$ cat config.mk
export PLATFORM = sky130hd
export DESIGN_NAME = ffc_cfg
export DESIGN_NICKNAME = d
export VERILOG_FILES = /design/src/rtl/ffc_pkg.sv /design/src/rtl/ffc_cfg.sv
export SDC_FILE = /design/constraint.sdc
export NUM_CORES = 2
export LEC_CHECK = 0
export ABC_AREA = 1
export BUFFER_PORTS_ARGS = -buffer_cell sky130_fd_sc_hd__buf_2
export CELL_PAD_IN_SITES_DETAIL_PLACEMENT = 0
export CELL_PAD_IN_SITES_GLOBAL_PLACEMENT = 2
export CORE_ASPECT_RATIO = 0.75
export CORE_MARGIN = 2
export CORE_UTILIZATION = 32
export DETAILED_ROUTE_END_ITERATION = 10
export PLACE_DENSITY = 0.83
export SYNTH_ARGS = -nofsm -noshare
export SYNTH_HDL_FRONTEND = slang
export SYNTH_SLANG_ARGS = --single-unit
$ cat constraint.sdc
create_clock -name i_clk -period 5.5 [get_ports i_clk]
set_clock_uncertainty 0.2 [all_clocks]
set_input_delay 0.55 -clock i_clk [delete_from_list [all_inputs] [get_ports i_clk]]
set_output_delay 0.55 -clock i_clk [all_outputs]
set_load 0.02 [all_outputs]
$ cat src/rtl/ffc_pkg.sv
// ----------------------------------------------------------------------------
// ffc_pkg
// Shared types, codes and helper functions of the float format converter.
// ----------------------------------------------------------------------------
package ffc_pkg;

    localparam int WORD_BITS  = 64;
    localparam int WIDTH_BITS = 6;
    localparam int BIAS_BITS  = 61;
    localparam int CFG_IDX_W  = 3;
    localparam int CFG_DATA_W = 61;

    typedef enum logic [1:0] {
        ST_OK          = 2'd0,
        ST_OVERFLOW    = 2'd1,
        ST_UNDERFLOW   = 2'd2,
        ST_UNSUPPORTED = 2'd3
    } t_status;

    typedef enum logic [1:0] {
        MODE_PASS  = 2'd0,
        MODE_UNSUP = 2'd1,
        MODE_CONV  = 2'd2
    } t_mode;

    typedef enum logic [CFG_IDX_W-1:0] {
        CFG_SRC_EXP_W  = 3'd0,
        CFG_SRC_FRAC_W = 3'd1,
        CFG_SRC_BIAS   = 3'd2,
        CFG_DST_EXP_W  = 3'd3,
        CFG_DST_FRAC_W = 3'd4,
        CFG_DST_BIAS   = 3'd5
    } t_cfg_idx;

    // format constants derived from the configuration registers
    typedef struct packed {
        t_mode                   mode;
        logic [WIDTH_BITS-1:0]   fs;
        logic [WIDTH_BITS-1:0]   fd;
        logic [WIDTH_BITS-1:0]   sgn_pos;
        logic [WORD_BITS-1:0]    src_mask;
        logic [WORD_BITS-1:0]    exp_mask;
        logic [61:0]             frac_mask;
        logic [62:0]             hidden;
        logic [WORD_BITS-1:0]    bias_adj;
        logic [WORD_BITS-1:0]    sgn_mask;
        logic [WORD_BITS-1:0]    inf_pat;
        logic [WORD_BITS-1:0]    emax;
        logic [WORD_BITS-1:0]    emax_m1;
        logic [WORD_BITS-1:0]    fd_mask;
        logic [WORD_BITS-1:0]    quiet;
        logic                    nan_left;
        logic [WIDTH_BITS-1:0]   nan_sh;
    } t_ffc_cfg;

    function automatic logic [WORD_BITS-1:0] low_mask(input logic [6:0] n);
        return ~({WORD_BITS{1'b1}} << n);
    endfunction

    // position of the highest set bit, zero for an empty word
    function automatic logic [5:0] msb_index(input logic [62:0] m);
        logic [5:0] p;
        p = '0;
        for (int i = 0; i < 63; i++) begin
            if (m[i]) begin
                p = 6'(i);
            end
        end
        return p;
    endfunction

endpackage

$ cat src/rtl/ffc_cfg.sv
// ----------------------------------------------------------------------------
// ffc_cfg
// Checks source and destination formats, picks the conversion mode and
// registers the masks and offsets that the datapath needs.
// ----------------------------------------------------------------------------
module ffc_cfg
    import ffc_pkg::*;
#(
    parameter int WORD_WIDTH = 64
) (
    input  logic                  i_clk,
    input  logic [WIDTH_BITS-1:0] i_src_exp_width,
    input  logic [WIDTH_BITS-1:0] i_src_frac_width,
    input  logic [BIAS_BITS-1:0]  i_src_bias,
    input  logic [WIDTH_BITS-1:0] i_dst_exp_width,
    input  logic [WIDTH_BITS-1:0] i_dst_frac_width,
    input  logic [BIAS_BITS-1:0]  i_dst_bias,
    output t_ffc_cfg              o_cfg
);

    localparam logic [6:0] WordW = 7'(WORD_WIDTH);

    t_ffc_cfg             r_cfg;
    t_ffc_cfg             n_cfg;
    logic [6:0]           sum_s;
    logic [6:0]           sum_d;
    logic                 ok_s;
    logic                 ok_d;
    logic [WORD_BITS-1:0] emax_d;

    always_comb begin
        sum_s  = 7'd1 + {1'b0, i_src_exp_width} + {1'b0, i_src_frac_width};
        sum_d  = 7'd1 + {1'b0, i_dst_exp_width} + {1'b0, i_dst_frac_width};
        ok_s   = (i_src_exp_width != '0) && (i_src_frac_width >= 6'd2) &&
                 (sum_s <= WordW) && (i_src_bias != '0) &&
                 ({3'b000, i_src_bias} < low_mask({1'b0, i_src_exp_width}));
        ok_d   = (i_dst_exp_width != '0) && (i_dst_frac_width >= 6'd2) &&
                 (sum_d <= WordW) && (i_dst_bias != '0) &&
                 ({3'b000, i_dst_bias} < low_mask({1'b0, i_dst_exp_width}));
        emax_d = low_mask({1'b0, i_dst_exp_width});

        n_cfg.mode = MODE_UNSUP;
        if (ok_s && ok_d) begin
            if (i_src_exp_width == i_dst_exp_width &&
                i_src_frac_width == i_dst_frac_width) begin
                n_cfg.mode = (i_src_bias == i_dst_bias) ? MODE_PASS : MODE_UNSUP;
            end else if ((i_src_exp_width <= i_dst_exp_width &&
                          i_src_frac_width <= i_dst_frac_width) ||
                         (i_src_exp_width >= i_dst_exp_width &&
                          i_src_frac_width >= i_dst_frac_width)) begin
                n_cfg.mode = MODE_CONV;
            end
        end

        n_cfg.fs        = i_src_frac_width;
        n_cfg.fd        = i_dst_frac_width;
        n_cfg.sgn_pos   = i_src_exp_width + i_src_frac_width;
        n_cfg.src_mask  = (sum_s <= WordW) ? low_mask(sum_s) : low_mask(WordW);
        n_cfg.exp_mask  = low_mask({1'b0, i_src_exp_width});
        n_cfg.frac_mask = low_mask({1'b0, i_src_frac_width})[61:0];
        n_cfg.hidden    = 63'd1 << i_src_frac_width;
        n_cfg.bias_adj  = {3'b000, i_dst_bias} - {3'b000, i_src_bias} -
                          {58'd0, i_src_frac_width};
        n_cfg.sgn_mask  = 64'd1 << ({1'b0, i_dst_exp_width} + {1'b0, i_dst_frac_width});
        n_cfg.inf_pat   = emax_d << i_dst_frac_width;
        n_cfg.emax      = emax_d;
        n_cfg.emax_m1   = emax_d - 64'd1;
        n_cfg.fd_mask   = low_mask({1'b0, i_dst_frac_width});
        n_cfg.quiet     = 64'd1 << (i_dst_frac_width - 6'd1);
        n_cfg.nan_left  = (i_dst_frac_width >= i_src_frac_width);
        n_cfg.nan_sh    = n_cfg.nan_left ? (i_dst_frac_width - i_src_frac_width)
                                         : (i_src_frac_width - i_dst_frac_width);
    end

    always_ff @(posedge i_clk) begin
        r_cfg <= n_cfg;
    end

    assign o_cfg = r_cfg;

endmodule

==> impl_metrics.yaml <==
setup_path:
  slowest_delay_ns: 0.60
  crit_buf_inv: 6
  crit_family: "buffers and inverters"
  cp-startpoint: "i_dst_exp_width[5]"
  crit_arrival_ns: 4.75
  worstSetupStartpointType: "input pin"
  worst-setup-path-type: "input pin to register"
  setup.worst_path.end_class: "register"
  path_max_fanout: 24
  crit_chain: "dlygate4sd3_1 > buf_2 > buf_4 > nand2_2 > nor2_4 > inv_2 > nor2_1 > inv_1 > ha_1 > inv_1 > nor2_1 > nand4_1 > a21oi_1 > a21oi_1 > nand4_1 > a21oi_1 > nand2_1 > nor2_1"
  crit_slowest_cell: "a21oi_1"
  crit_required_ns: 5.89
pwr:
  vdd_drop_max_mv: 0.269
  leakagePower_nw: 22.8
  powerDensity_mw_per_mm2: 350
placement:
  placedInstanceArea_mm2: 0.0408
  hpwl_mm: 156
  gp_congestion: 0.977
  numPortBuffers: 871
  placed_cells: 7130
route:
  viasPerCell: 4.95
  vias: 36000
  drc: 0
  drt_iter0_markers: 3568
  ant_nets: 0
  dr.pass1.iters: 8
  wl_per_cell_um: 25.6
  drt-total-wl_mm: 186
global_routing:
  grt_pass1_vias: 33400
  antenna_found_initial: 15
  grt_pass1_wl_mm: 257
  grt_usage_pct: 32.2
  grt_overflow: 0
  grt_max_degree: 73
floorplanning:
  ios: 875
  core_area_mm2: 0.108
  die_height_um: 290
  start_util_pct: 32.4
  die_w_um: 385
  die_area_mm2: 0.112
  rows: 104
logic_synthesis:
  synth_top_flop_cell: "dfxtp_1"
  avgSynthCellArea_um2: 7.08
  netlist_instances: 4923
  ys_seq_area_share_pct: 41.4
  yosysWarnings: 0
  ys_seq_elements: 722
  ys_async_sr_fraction_pct: 0
  yosysUniqueCellTypes: 59
  synth_area_mm2: 0.0349
  synth-edff-count: 0
clock_tree:
  htree_num_levels: 3
  cts_buffers: 75
  cts.clk_slew.worst_paths_ns: 0.07
  cts_sinks: 722
  cts_root_buf: "clkbuf_16"
  max-clock-path-buffers: 3
  cts_tree: "done"
  cts_resized: 0
finish:
  largest_reg_flops: 722
  syn2layout_area_growth_pct: 25.2
  final_nets: 6160
  finish.instance_area_mm2: 0.0437
  stdcell_count: 7278
  drive_above_1_share_pct: 20.1
sta:
  grt_setup_unrepaired: "false"
  setup_viol: 0
  tightest_slew_ns: 1.25
  drv_slew: 0
  fmax_mhz: 229
  fin_crit_sh_pct: 79.3
  slew_headroom_pct: 16.4
  fin_crit_ns: 4.36
  setup_tns_ns: 0
  hold_viol: 0
worst_hold_path:
  hold_class: "input pin to register"
  min_from: "i_src_frac_width[3]"
outcome:
  status: "finished, final reports clean"
run:
  drv_cap: 0
## cells by family after synthesis
| group | Yosys count | share of synthesized area [%] |
|---|---|---|
| mux | 25 | 0.718 |
| other cells | 1 | 0.0108 |
| xor+xnor | 65 | 1.63 |
| simple gates | 2389 | 28.8 |
| fa+ha+maj | 230 | 8.42 |
| compound gates | 578 | 9.02 |
| flops | 722 | 41.4 |
| buf+inv | 913 | 9.92 |
## cell usage after synthesis (all sizes together) (17+ instances only)
| cell type | number | area, µm² |
|---|---|---|
| nor4 | 28 | 175 |
| clkbuf | 95 | 357 |
| nor2 | 603 | 2480 |
| nand3 | 204 | 1090 |
| xor2 | 46 | 403 |
| o221ai | 17 | 149 |
| a21oi | 198 | 998 |
| buf | 43 | 195 |
| o21ai | 292 | 1480 |
| nand4 | 67 | 419 |
| ha | 222 | 2780 |
| nor3 | 60 | 327 |
| xnor2 | 19 | 166 |
| mux2i | 25 | 250 |
| inv | 768 | 2880 |
| dfxtp | 722 | 14500 |
| nand2 | 1394 | 5340 |
## metrics by stage
stage                     util [%]  worst slack, ns  hold WS, ns  total power, mW
after detailed placement      37.9            0.867        0.606             9.59
after CTS                     40.5             1.17       0.0127             15.3
after global routing          40.5            0.932       0.0197             15.9
after global placement        37.9            0.761        0.615             9.61
after floorplan                  -             1.80        0.378             8.01
final                         40.5             1.14       0.0672             15.3
## cells in the final DEF (no fill, tap or decap), types with 9 or more instances in the layout
cell,count
nand2_1,1357
buf_2,871
inv_1,748
dfxtp_1,722
nor2_1,557
ha_1,222
a21oi_1,196
nand3_1,193
o21ai_0,190
o21ai_1,98
clkbuf_16,75
nand4_1,67
nor3_1,56
xor2_1,45
buf_4,41
nand2_2,34
nor2_2,29
nor4_1,28
mux2i_1,25
inv_2,20
xnor2_1,19
o221ai_1,17
nor2_4,15
bufinv_16,14
nand3b_1,12
a211oi_1,11
o211ai_1,10
o22ai_1,10
nand3_2,9
o21bai_1,9
clkbuf_8,9
## area by class of cell
class	instances	area [µm²]
tap	1431	1790
fill	11600	64100
clock inverter	41	742
sequential	722	14500
antenna	8	20.0
multi-input combinational	3290	17000
inverter	775	2910
timing repair buffer	919	4740
clock buffer	92	2030
## power breakdown
group	total [mW]	internal (mW)	switching, mW
combinational	3.72	0.972	2.75
sequential	5.81	5.64	0.164
clock	5.76	3.34	2.42
total	15.3	9.95	5.33
## path summary, 6_finish.rpt
check	endpoint	slack, ns	depth (start not counted)
min	o_cfg[723]	0.07	1
max	o_cfg[727]	1.14	18
## timing repair
| item | in CTS | in global routing |
|---|---|---|
| hold buffers | 6 | 1 |
| setup buffers | 0 | 0 |
| hold endpoints to repair | 6 | 1 |
## per-layer routing
metal | vias to the layer above | global-route usage, % | wire [µm]
met3 | 249 | 6.76 | 14900
met5 | - | 0 | 28
met4 | 6 | 10.2 | 6590
li1 | 17200 | - | -
met2 | 1524 | 48.8 | 80000
met1 | 17100 | 45.5 | 84900
Note: power is estimated with default switching activity, not from simulation.
