<file path="config.mk">
export PLATFORM = sky130hd
export DESIGN_NAME = ffc_pipe
export DESIGN_NICKNAME = d
export VERILOG_FILES = /design/src/rtl/ffc_pkg.sv /design/src/rtl/ffc_pipe.sv
export SDC_FILE = /design/constraint.sdc
export NUM_CORES = 2
export LEC_CHECK = 0
export ABC_AREA = 1
export BUFFER_PORTS_ARGS = -buffer_cell sky130_fd_sc_hd__clkbuf_2
export CORE_ASPECT_RATIO = 0.5
export CORE_MARGIN = 2
export CORE_UTILIZATION = 50
export CTS_CLUSTER_DIAMETER = 50
export CTS_CLUSTER_SIZE = 28
export DETAILED_ROUTE_END_ITERATION = 8
export PLACE_DENSITY_LB_ADDON = 0.1
export SETUP_SLACK_MARGIN = 0.02
export SYNTH_ARGS = -nofsm -noshare
export SYNTH_HDL_FRONTEND = slang
export SYNTH_SLANG_ARGS = --single-unit
</file>
<file path="constraint.sdc">
create_clock -name i_clk -period 46.9 [get_ports i_clk]
set_input_delay 4.69 -clock i_clk [delete_from_list [all_inputs] [get_ports i_clk]]
set_output_delay 4.69 -clock i_clk [all_outputs]
set_load 0.02 [all_outputs]
</file>
<file path="src/rtl/ffc_pkg.sv">
// ----------------------------------------------------------------------------
// ffc_pkg
// Shared types, codes and helper functions of the float format converter.
// ----------------------------------------------------------------------------
package ffc_pkg;

    localparam int WORD_BITS  = 64;
    localparam int WIDTH_BITS = 6;
    localparam int BIAS_BITS  = 61;
    localparam int CFG_IDX_W  = 3;
    localparam int CFG_DATA_W = 61;

    typedef enum logic [1:0] {
        ST_OK          = 2'd0,
        ST_OVERFLOW    = 2'd1,
        ST_UNDERFLOW   = 2'd2,
        ST_UNSUPPORTED = 2'd3
    } t_status;

    typedef enum logic [1:0] {
        MODE_PASS  = 2'd0,
        MODE_UNSUP = 2'd1,
        MODE_CONV  = 2'd2
    } t_mode;

    typedef enum logic [CFG_IDX_W-1:0] {
        CFG_SRC_EXP_W  = 3'd0,
        CFG_SRC_FRAC_W = 3'd1,
        CFG_SRC_BIAS   = 3'd2,
        CFG_DST_EXP_W  = 3'd3,
        CFG_DST_FRAC_W = 3'd4,
        CFG_DST_BIAS   = 3'd5
    } t_cfg_idx;

    // format constants derived from the configuration registers
    typedef struct packed {
        t_mode                   mode;
        logic [WIDTH_BITS-1:0]   fs;
        logic [WIDTH_BITS-1:0]   fd;
        logic [WIDTH_BITS-1:0]   sgn_pos;
        logic [WORD_BITS-1:0]    src_mask;
        logic [WORD_BITS-1:0]    exp_mask;
        logic [61:0]             frac_mask;
        logic [62:0]             hidden;
        logic [WORD_BITS-1:0]    bias_adj;
        logic [WORD_BITS-1:0]    sgn_mask;
        logic [WORD_BITS-1:0]    inf_pat;
        logic [WORD_BITS-1:0]    emax;
        logic [WORD_BITS-1:0]    emax_m1;
        logic [WORD_BITS-1:0]    fd_mask;
        logic [WORD_BITS-1:0]    quiet;
        logic                    nan_left;
        logic [WIDTH_BITS-1:0]   nan_sh;
    } t_ffc_cfg;

    function automatic logic [WORD_BITS-1:0] low_mask(input logic [6:0] n);
        return ~({WORD_BITS{1'b1}} << n);
    endfunction

    // position of the highest set bit, zero for an empty word
    function automatic logic [5:0] msb_index(input logic [62:0] m);
        logic [5:0] p;
        p = '0;
        for (int i = 0; i < 63; i++) begin
            if (m[i]) begin
                p = 6'(i);
            end
        end
        return p;
    endfunction

endpackage

</file>
<file path="src/rtl/ffc_pipe.sv">
// ----------------------------------------------------------------------------
// ffc_pipe
// Conversion datapath: field decode, leading-one search, exponent math,
// alignment shift, rounding and packing, each stage with its own valid bit.
// ----------------------------------------------------------------------------
module ffc_pipe
    import ffc_pkg::*;
(
    input  logic                 i_clk,
    input  logic                 i_rst_n,
    input  t_ffc_cfg             i_cfg,
    input  logic                 i_src_valid,
    output logic                 o_src_ready,
    input  logic [WORD_BITS-1:0] i_source_word,
    output logic                 o_res_valid,
    input  logic                 i_res_ready,
    output logic [WORD_BITS-1:0] o_result_word,
    output logic [1:0]           o_status_code
);

    localparam int NSTG = 7;

    logic [NSTG-1:0] r_vld;
    logic [NSTG-1:0] n_vld;
    logic [NSTG-1:0] en;

    // stage registers
    logic [63:0] r_s1_word;

    logic [63:0] r_s2_w;
    logic        r_s2_s;
    logic        r_s2_nan;
    logic        r_s2_inf;
    logic        r_s2_zero;
    logic [61:0] r_s2_f;
    logic [62:0] r_s2_m;
    logic [60:0] r_s2_eeff;

    logic [63:0] r_s3_w;
    logic        r_s3_special;
    logic [63:0] r_s3_spec;
    logic [63:0] r_s3_sgn;
    logic [62:0] r_s3_m;
    logic [5:0]  r_s3_p;
    logic [63:0] r_s3_qk;

    logic [63:0] r_s4_w;
    logic        r_s4_special;
    logic [63:0] r_s4_spec;
    logic [63:0] r_s4_sgn;
    logic [62:0] r_s4_m;
    logic [5:0]  r_s4_p;
    logic [63:0] r_s4_t;

    logic [63:0]       r_s5_w;
    logic              r_s5_special;
    logic [63:0]       r_s5_spec;
    logic [63:0]       r_s5_sgn;
    logic [62:0]       r_s5_m;
    logic              r_s5_under;
    logic              r_s5_big;
    logic signed [8:0] r_s5_sh;
    logic [60:0]       r_s5_texp0;
    logic [60:0]       r_s5_texp1;
    logic              r_s5_ovf0;
    logic              r_s5_ovf1;

    logic [63:0] r_s6_w;
    logic        r_s6_special;
    logic [63:0] r_s6_spec;
    logic [63:0] r_s6_sgn;
    logic [63:0] r_s6_val;
    logic        r_s6_inc;
    logic        r_s6_inx;
    logic        r_s6_under;
    logic [60:0] r_s6_texp0;
    logic [60:0] r_s6_texp1;
    logic        r_s6_ovf0;
    logic        r_s6_ovf1;

    logic [63:0] r_out_word;
    t_status     r_out_status;

    // decode
    logic [63:0] a_w;
    logic [63:0] a_e_full;
    logic [61:0] a_f;
    logic        a_e_zero;
    logic        a_e_ones;

    // leading one and special encodings
    logic [5:0]  b_p;
    logic [63:0] b_qk;
    logic [63:0] b_sgn;
    logic [63:0] b_payload;
    logic [63:0] b_spec;

    // exponent
    logic [63:0] c_t;

    // shift amount and range
    logic              d_under;
    logic [63:0]       d_d;
    logic              d_big;
    logic signed [8:0] d_base;
    logic signed [8:0] d_sh;
    logic [63:0]       d_t1;
    logic              d_ovf0;
    logic              d_ovf1;

    // alignment
    logic [8:0]  e_neg;
    logic [5:0]  e_amt;
    logic [5:0]  e_gidx;
    logic [63:0] e_val;
    logic [63:0] e_lowm;
    logic        e_guard;
    logic        e_sticky;
    logic        e_inc;
    logic        e_inx;

    // round and pack
    logic [63:0] f_r;
    logic [5:0]  f_cidx;
    logic        f_carry;
    logic        f_ovf;
    logic [60:0] f_texp;
    logic [63:0] f_conv;
    t_status     f_conv_st;
    logic [63:0] n_out_word;
    t_status     n_out_status;

    // handshake: a stage loads when empty or when its content moves on
    always_comb begin
        en[NSTG-1] = !r_vld[NSTG-1] || i_res_ready;
        for (int k = NSTG - 2; k >= 0; k--) begin
            en[k] = !r_vld[k] || en[k+1];
        end
        n_vld = {r_vld[NSTG-2:0], i_src_valid};
    end

    always_ff @(posedge i_clk) begin
        if (!i_rst_n) begin
            r_vld <= '0;
        end else begin
            for (int k = 0; k < NSTG; k++) begin
                if (en[k]) begin
                    r_vld[k] <= n_vld[k];
                end
            end
        end
    end

    assign o_src_ready   = en[0];
    assign o_res_valid   = r_vld[NSTG-1];
    assign o_result_word = r_out_word;
    assign o_status_code = r_out_status;

    always_comb begin
        a_w      = r_s1_word & i_cfg.src_mask;
        a_e_full = (a_w >> i_cfg.fs) & i_cfg.exp_mask;
        a_f      = a_w[61:0] & i_cfg.frac_mask;
        a_e_zero = (a_e_full == 64'd0);
        a_e_ones = (a_e_full == i_cfg.exp_mask);
    end

    always_comb begin
        b_p       = msb_index(r_s2_m);
        b_qk      = {3'b000, r_s2_eeff} + i_cfg.bias_adj;
        b_sgn     = r_s2_s ? i_cfg.sgn_mask : 64'd0;
        b_payload = i_cfg.nan_left ? {2'b00, r_s2_f << i_cfg.nan_sh}
                                   : {2'b00, r_s2_f >> i_cfg.nan_sh};
        if (r_s2_zero) begin
            b_spec = b_sgn;
        end else if (r_s2_inf) begin
            b_spec = b_sgn | i_cfg.inf_pat;
        end else begin
            b_spec = b_sgn | i_cfg.inf_pat | b_payload | i_cfg.quiet;
        end
    end

    assign c_t = r_s3_qk + {58'd0, r_s3_p};

    always_comb begin
        d_under = ($signed(r_s4_t) < 64'sd1);
        d_d     = 64'd1 - r_s4_t;
        d_big   = d_under && (d_d > 64'd127);
        d_base  = $signed({3'b000, r_s4_p}) - $signed({3'b000, i_cfg.fd});
        d_sh    = d_base + (d_under ? $signed({2'b00, d_d[6:0]}) : 9'sd0);
        d_t1    = r_s4_t + 64'd1;
        d_ovf0  = ($signed(r_s4_t) >= $signed(i_cfg.emax));
        d_ovf1  = ($signed(r_s4_t) >= $signed(i_cfg.emax_m1));
    end

    always_comb begin
        e_neg    = '0;
        e_amt    = '0;
        e_gidx   = '0;
        e_lowm   = '0;
        e_guard  = 1'b0;
        e_sticky = 1'b0;
        e_val    = '0;
        e_inc    = 1'b0;
        e_inx    = 1'b0;
        if (r_s5_big || r_s5_sh >= 9'sd64) begin
            e_inx = (r_s5_m != '0);
        end else if (r_s5_sh <= 9'sd0) begin
            e_neg = 9'(-r_s5_sh);
            e_val = {1'b0, r_s5_m} << e_neg[5:0];
        end else begin
            e_amt    = r_s5_sh[5:0];
            e_gidx   = e_amt - 6'd1;
            e_val    = {1'b0, r_s5_m} >> e_amt;
            e_guard  = r_s5_m[e_gidx];
            e_lowm   = low_mask({1'b0, e_gidx});
            e_sticky = |({1'b0, r_s5_m} & e_lowm);
            e_inc    = e_guard && (e_sticky || e_val[0]);
            e_inx    = e_guard || e_sticky;
        end
    end

    always_comb begin
        f_r     = r_s6_val + {63'd0, r_s6_inc};
        f_cidx  = i_cfg.fd + 6'd1;
        f_carry = f_r[f_cidx];
        f_ovf   = f_carry ? r_s6_ovf1 : r_s6_ovf0;
        f_texp  = f_carry ? r_s6_texp1 : r_s6_texp0;
        if (r_s6_under) begin
            f_conv    = r_s6_sgn | f_r;
            f_conv_st = r_s6_inx ? ST_UNDERFLOW : ST_OK;
        end else if (f_ovf) begin
            f_conv    = r_s6_sgn | i_cfg.inf_pat;
            f_conv_st = ST_OVERFLOW;
        end else begin
            f_conv    = r_s6_sgn | ({3'b000, f_texp} << i_cfg.fd) |
                        (f_carry ? 64'd0 : (f_r & i_cfg.fd_mask));
            f_conv_st = ST_OK;
        end
        if (r_s6_special) begin
            f_conv    = r_s6_spec;
            f_conv_st = ST_OK;
        end

        unique case (i_cfg.mode)
            MODE_PASS: begin
                n_out_word   = r_s6_w;
                n_out_status = ST_OK;
            end
            MODE_CONV: begin
                n_out_word   = f_conv;
                n_out_status = f_conv_st;
            end
            default: begin
                n_out_word   = r_s6_w;
                n_out_status = ST_UNSUPPORTED;
            end
        endcase
    end

    always_ff @(posedge i_clk) begin
        if (en[0]) begin
            r_s1_word <= i_source_word;
        end
        if (en[1]) begin
            r_s2_w    <= a_w;
            r_s2_s    <= a_w[i_cfg.sgn_pos];
            r_s2_nan  <= a_e_ones && (a_f != '0);
            r_s2_inf  <= a_e_ones && (a_f == '0);
            r_s2_zero <= a_e_zero && (a_f == '0);
            r_s2_f    <= a_f;
            r_s2_m    <= a_e_zero ? {1'b0, a_f} : (i_cfg.hidden | {1'b0, a_f});
            r_s2_eeff <= a_e_zero ? 61'd1 : a_e_full[60:0];
        end
        if (en[2]) begin
            r_s3_w       <= r_s2_w;
            r_s3_special <= r_s2_nan || r_s2_inf || r_s2_zero;
            r_s3_spec    <= b_spec;
            r_s3_sgn     <= b_sgn;
            r_s3_m       <= r_s2_m;
            r_s3_p       <= b_p;
            r_s3_qk      <= b_qk;
        end
        if (en[3]) begin
            r_s4_w       <= r_s3_w;
            r_s4_special <= r_s3_special;
            r_s4_spec    <= r_s3_spec;
            r_s4_sgn     <= r_s3_sgn;
            r_s4_m       <= r_s3_m;
            r_s4_p       <= r_s3_p;
            r_s4_t       <= c_t;
        end
        if (en[4]) begin
            r_s5_w       <= r_s4_w;
            r_s5_special <= r_s4_special;
            r_s5_spec    <= r_s4_spec;
            r_s5_sgn     <= r_s4_sgn;
            r_s5_m       <= r_s4_m;
            r_s5_under   <= d_under;
            r_s5_big     <= d_big;
            r_s5_sh      <= d_sh;
            r_s5_texp0   <= r_s4_t[60:0];
            r_s5_texp1   <= d_t1[60:0];
            r_s5_ovf0    <= d_ovf0;
            r_s5_ovf1    <= d_ovf1;
        end
        if (en[5]) begin
            r_s6_w       <= r_s5_w;
            r_s6_special <= r_s5_special;
            r_s6_spec    <= r_s5_spec;
            r_s6_sgn     <= r_s5_sgn;
            r_s6_val     <= e_val;
            r_s6_inc     <= e_inc;
            r_s6_inx     <= e_inx;
            r_s6_under   <= r_s5_under;
            r_s6_texp0   <= r_s5_texp0;
            r_s6_texp1   <= r_s5_texp1;
            r_s6_ovf0    <= r_s5_ovf0;
            r_s6_ovf1    <= r_s5_ovf1;
        end
        if (en[6]) begin
            r_out_word   <= n_out_word;
            r_out_status <= n_out_status;
        end
    end

    // an overflow result is a signed infinity
    a_ovf_is_inf: assert property (@(posedge i_clk) disable iff (!i_rst_n)
        o_res_valid && o_status_code == ST_OVERFLOW
        |-> (o_result_word & ~i_cfg.sgn_mask) == i_cfg.inf_pat)
        else $error("overflow result is not infinity");

    // rounding status only comes out of a real conversion
    a_round_status_conv: assert property (@(posedge i_clk) disable iff (!i_rst_n)
        o_res_valid && (o_status_code == ST_OVERFLOW || o_status_code == ST_UNDERFLOW)
        |-> i_cfg.mode == MODE_CONV)
        else $error("rounding status outside conversion mode");

    // converted words never set bits above the sign
    a_upper_zero: assert property (@(posedge i_clk) disable iff (!i_rst_n)
        o_res_valid && i_cfg.mode == MODE_CONV
        |-> (o_result_word & ~((i_cfg.sgn_mask << 1) - 64'd1)) == 64'd0)
        else $error("converted word has bits above the sign");

    // status unsupported only where the formats are rejected
    a_unsup_mode: assert property (@(posedge i_clk) disable iff (!i_rst_n)
        o_res_valid && o_status_code == ST_UNSUPPORTED |-> i_cfg.mode == MODE_UNSUP)
        else $error("unsupported status in a supported mode");

    // an empty output stage lets the whole pipe advance
    a_drain_ready: assert property (@(posedge i_clk) disable iff (!i_rst_n)
        !r_vld[NSTG-1] |-> o_src_ready)
        else $error("pipe stalls with an empty output stage");

endmodule

</file>
==> impl_metrics.env <==
export IMPL_run_status="complete, but fails checks"
export IMPL_violations="capacitance limit, slew limit"
export IMPL_critPathSlowestCell="clkinv_2"
export IMPL_num_rows=116
export IMPL_vias=88418
export IMPL_post_drt_wl_per_cell_um=29.9
export IMPL_hold_class="reg -> reg"
export IMPL_cts_tree="yes"
export IMPL_hold_viol=0
export IMPL_clockRootBuffer="clkbuf_16"
export IMPL_maxSlewViolCount=4
export IMPL_yosysUniqueCellTypes=86
export IMPL_ios=864
export IMPL_required_ns=42.21
export IMPL_finalSetupTns_ns=0
export IMPL_numCtsBuffers=103
export IMPL_synth_yosys_seq_area_share=0.541
export IMPL_max_vdd_ir_drop_v=0.0000378
export IMPL_power_density_nw_per_um2=45.3
export IMPL_grtUsageMet3=0.163
export IMPL_synth_yosys_warnings=0
export IMPL_ys_flop_type="edfxtp_1"
export IMPL_cts_hold_buf=0
export IMPL_max_cap_viol_count=3
export IMPL_grt_pass1_wl_mm=593
export IMPL_cp_cell_sequence="clkbuf_2 -> nor2_1 -> clkinv_2 -> nor2_1 -> inv_8 -> nor2_1 -> inv_8 -> nor2_1 -> inv_8 -> nor2_1 -> inv_8 -> nor2_1 -> nand2_2 -> clkbuf_2"
export IMPL_first_global_vias=79193
export IMPL_fin_skew_ns=0.104
export IMPL_synth_xor_area_frac=0.0219
export IMPL_layout_min_cycle_time_ns=14.37
export IMPL_synth_top_family_by_area="simple AND/OR/NAND/NOR gates"
export IMPL_postSynthAreaPerCell_um2=9.02
export IMPL_cts_resized=0
export IMPL_p_leak_nw=49.1
export IMPL_place_hpwl_mm=346
export IMPL_core_area_um2=200000
export IMPL_critPathCaptureType="output port"
export IMPL_startpoint_type="input pin"
export IMPL_cts_sinks=1818
export IMPL_io_buffers=863
export IMPL_drt_total_wl_mm=435
export IMPL_cts_max_path_buffers=3
export IMPL_dp_slack_ns=32.45
export IMPL_clk_latency_ns=0.84
export IMPL_hold_ws_ns=0.370
export IMPL_clkTransAtPathRegs_ns=0.10
export IMPL_final_cell_mix="nand2_1, edfxtp_1, inv_1, o21ai_0, nand3_1"
export IMPL_grt_max_degree=183
export IMPL_syn_nets=12207
export IMPL_die_y_um=322
export IMPL_htreeDepth=3
export IMPL_dpl_cell_area_um2=108000
export IMPL_drc_errors=0
export IMPL_synthCells=11187
export IMPL_final_common_cell="nand2_1"
export IMPL_fin_nets=12790
export IMPL_die_area_um2=206000
export IMPL_synthMuxAreaShare=0.0143
export IMPL_synth_edf_count=1811
export IMPL_synth_compound_gate_area_share=0.121
export IMPL_yosys_area_share_simple=0.200
export IMPL_dieWidth_um=639
export IMPL_finalInstanceArea_um2=112000
export IMPL_cpPeakStageDelay_ns=0.59
export IMPL_netlist_area_um2=101000
export IMPL_vias_per_cell=6.08
export IMPL_async_flop_share=0
export IMPL_grt_setup_unrepaired="no"
export IMPL_ys_seq_elements=1818
export IMPL_overflow=0
export IMPL_arrival_ns=9.68
export IMPL_grt_busiest_layer="met1"
export IMPL_timing_critical_path_mode_cell="nor2_1"
export IMPL_tightest_slew_ns=1.60
export IMPL_initial_core_util=0.504
export IMPL_crit_type="in -> out"
export IMPL_gp_congestion=1.08
export IMPL_drt_initial_drc_count=14807
export IMPL_areaGrowthSynthToFinish_pct=10.6
export IMPL_instances_no_fill=14550
export IMPL_antenna_found_initial=56
export IMPL_post_route_period_util=0.306
export IMPL_track_usage=0.412
export IMPL_gr_usage_met1=0.585
export IMPL_fmax_mhz=69.6
export IMPL_detail_route_antenna_nets=0
export IMPL_final_setup_viol_count=0
export IMPL_gr_usage_met2=0.560
export IMPL_synthAdderAreaFrac=0.0281
export IMPL_postCtsSetupRepairBufs=0
export IMPL_numPlacedInstances=14320
export IMPL_drive_above_1_share=0.117
export IMPL_first_pass_iters=9
export IMPL_critPathMaxFanout=104
export IMPL_fin_ws_ns=32.53
export IMPL_slew_headroom=-0.0763
stage by stage:
step           utilization  total power, W
6_report             0.557         0.00505
2_1_floorplan            -         0.00317
4_1_cts              0.556         0.00496
3_5_place_dp         0.537         0.00391
5_1_grt              0.556         0.00523
3_3_place_gp         0.537         0.00390
routing by layer:
metal	up-vias	routed length (um)
li1	39785	-
met1	42210	177000
met2	5617	172000
met3	772	64700
met4	34	19800
met5	-	779
kinds of logic after synthesis:
kind of cell,Yosys count
AND/OR/NAND/NOR,4688
AO/OA/AOI/OAI,2144
buffers and inverters,1917
flip-flops,1818
XOR/XNOR,252
adder cells (fa/ha/maj),224
multiplexers,144
cell type report:
type                       count  area, um2
clock inverter                78       1210
sequential                  1818      54500
tap                         2655       3320
timing repair buffer        1037       5650
inverter                    1358       5140
antenna                       46        115
fill                       18080      88700
multi-input combinational   7452      39000
clock buffer                 106       2590
worst paths after layout:
| path | slack, ns | to | depth (start not counted) | startpoint |
|---|---|---|---|---|
| worst max-delay path | 32.53 | o_src_ready | 14 | i_res_ready |
| worst min-delay path | 0.37 | r_s6_spec[47] | 0 | r_s5_spec[47] |
| worst min register to register | 0.37 | r_s6_spec[47] | 0 | r_s5_spec[47] |
| worst max register to register | 39.07 | o_result_word[32] | 33 | r_s6_inc |
synth_stat cells, drive strengths merged, types with 7 or more instances:
master / instances / area [um2]
o21bai: 22 / 165
a211oi: 25 / 188
nor2: 778 / 2990
xnor2: 50 / 438
buf: 166 / 731
o211ai: 130 / 976
clkinv: 15 / 56.3
inv: 1343 / 5040
nand2: 2513 / 9470
o22ai: 22 / 138
nand3: 952 / 4850
nand4: 120 / 785
nand3b: 10 / 75.1
ha: 220 / 2750
o311ai: 12 / 105
o21a: 10 / 75.1
a221oi: 13 / 114
o221ai: 75 / 663
nor3: 137 / 780
edfxtp: 1811 / 54400
mux2i: 144 / 1440
a21oi: 585 / 2940
clkbuf: 390 / 1620
nor3b: 8 / 75.1
o31ai: 19 / 143
a2111oi: 16 / 140
xor2: 202 / 1770
o2111ai: 15 / 131
a21boi: 18 / 135
a311oi: 7 / 61.3
o21ai: 1023 / 5150
dfxtp: 7 / 140
nor4: 136 / 948
or2: 23 / 144
a31oi: 106 / 663
worst max-delay path: cells and delay by family:
family	cells	cell delay, ns
buffers and inverters	7	1.93
and+or+nand+nor	7	2.86
where the power goes:
part / switching, W / internal, W / leakage (nW)
Clock: 0.000615 / 0.000457 / 1.79
Combinational: 0.00134 / 0.000468 / 27.7
Sequential: 0.000164 / 0.00200 / 19.6
Total: 0.00212 / 0.00293 / 49.1
No activity file was read; power rests on OpenSTA's default activity.
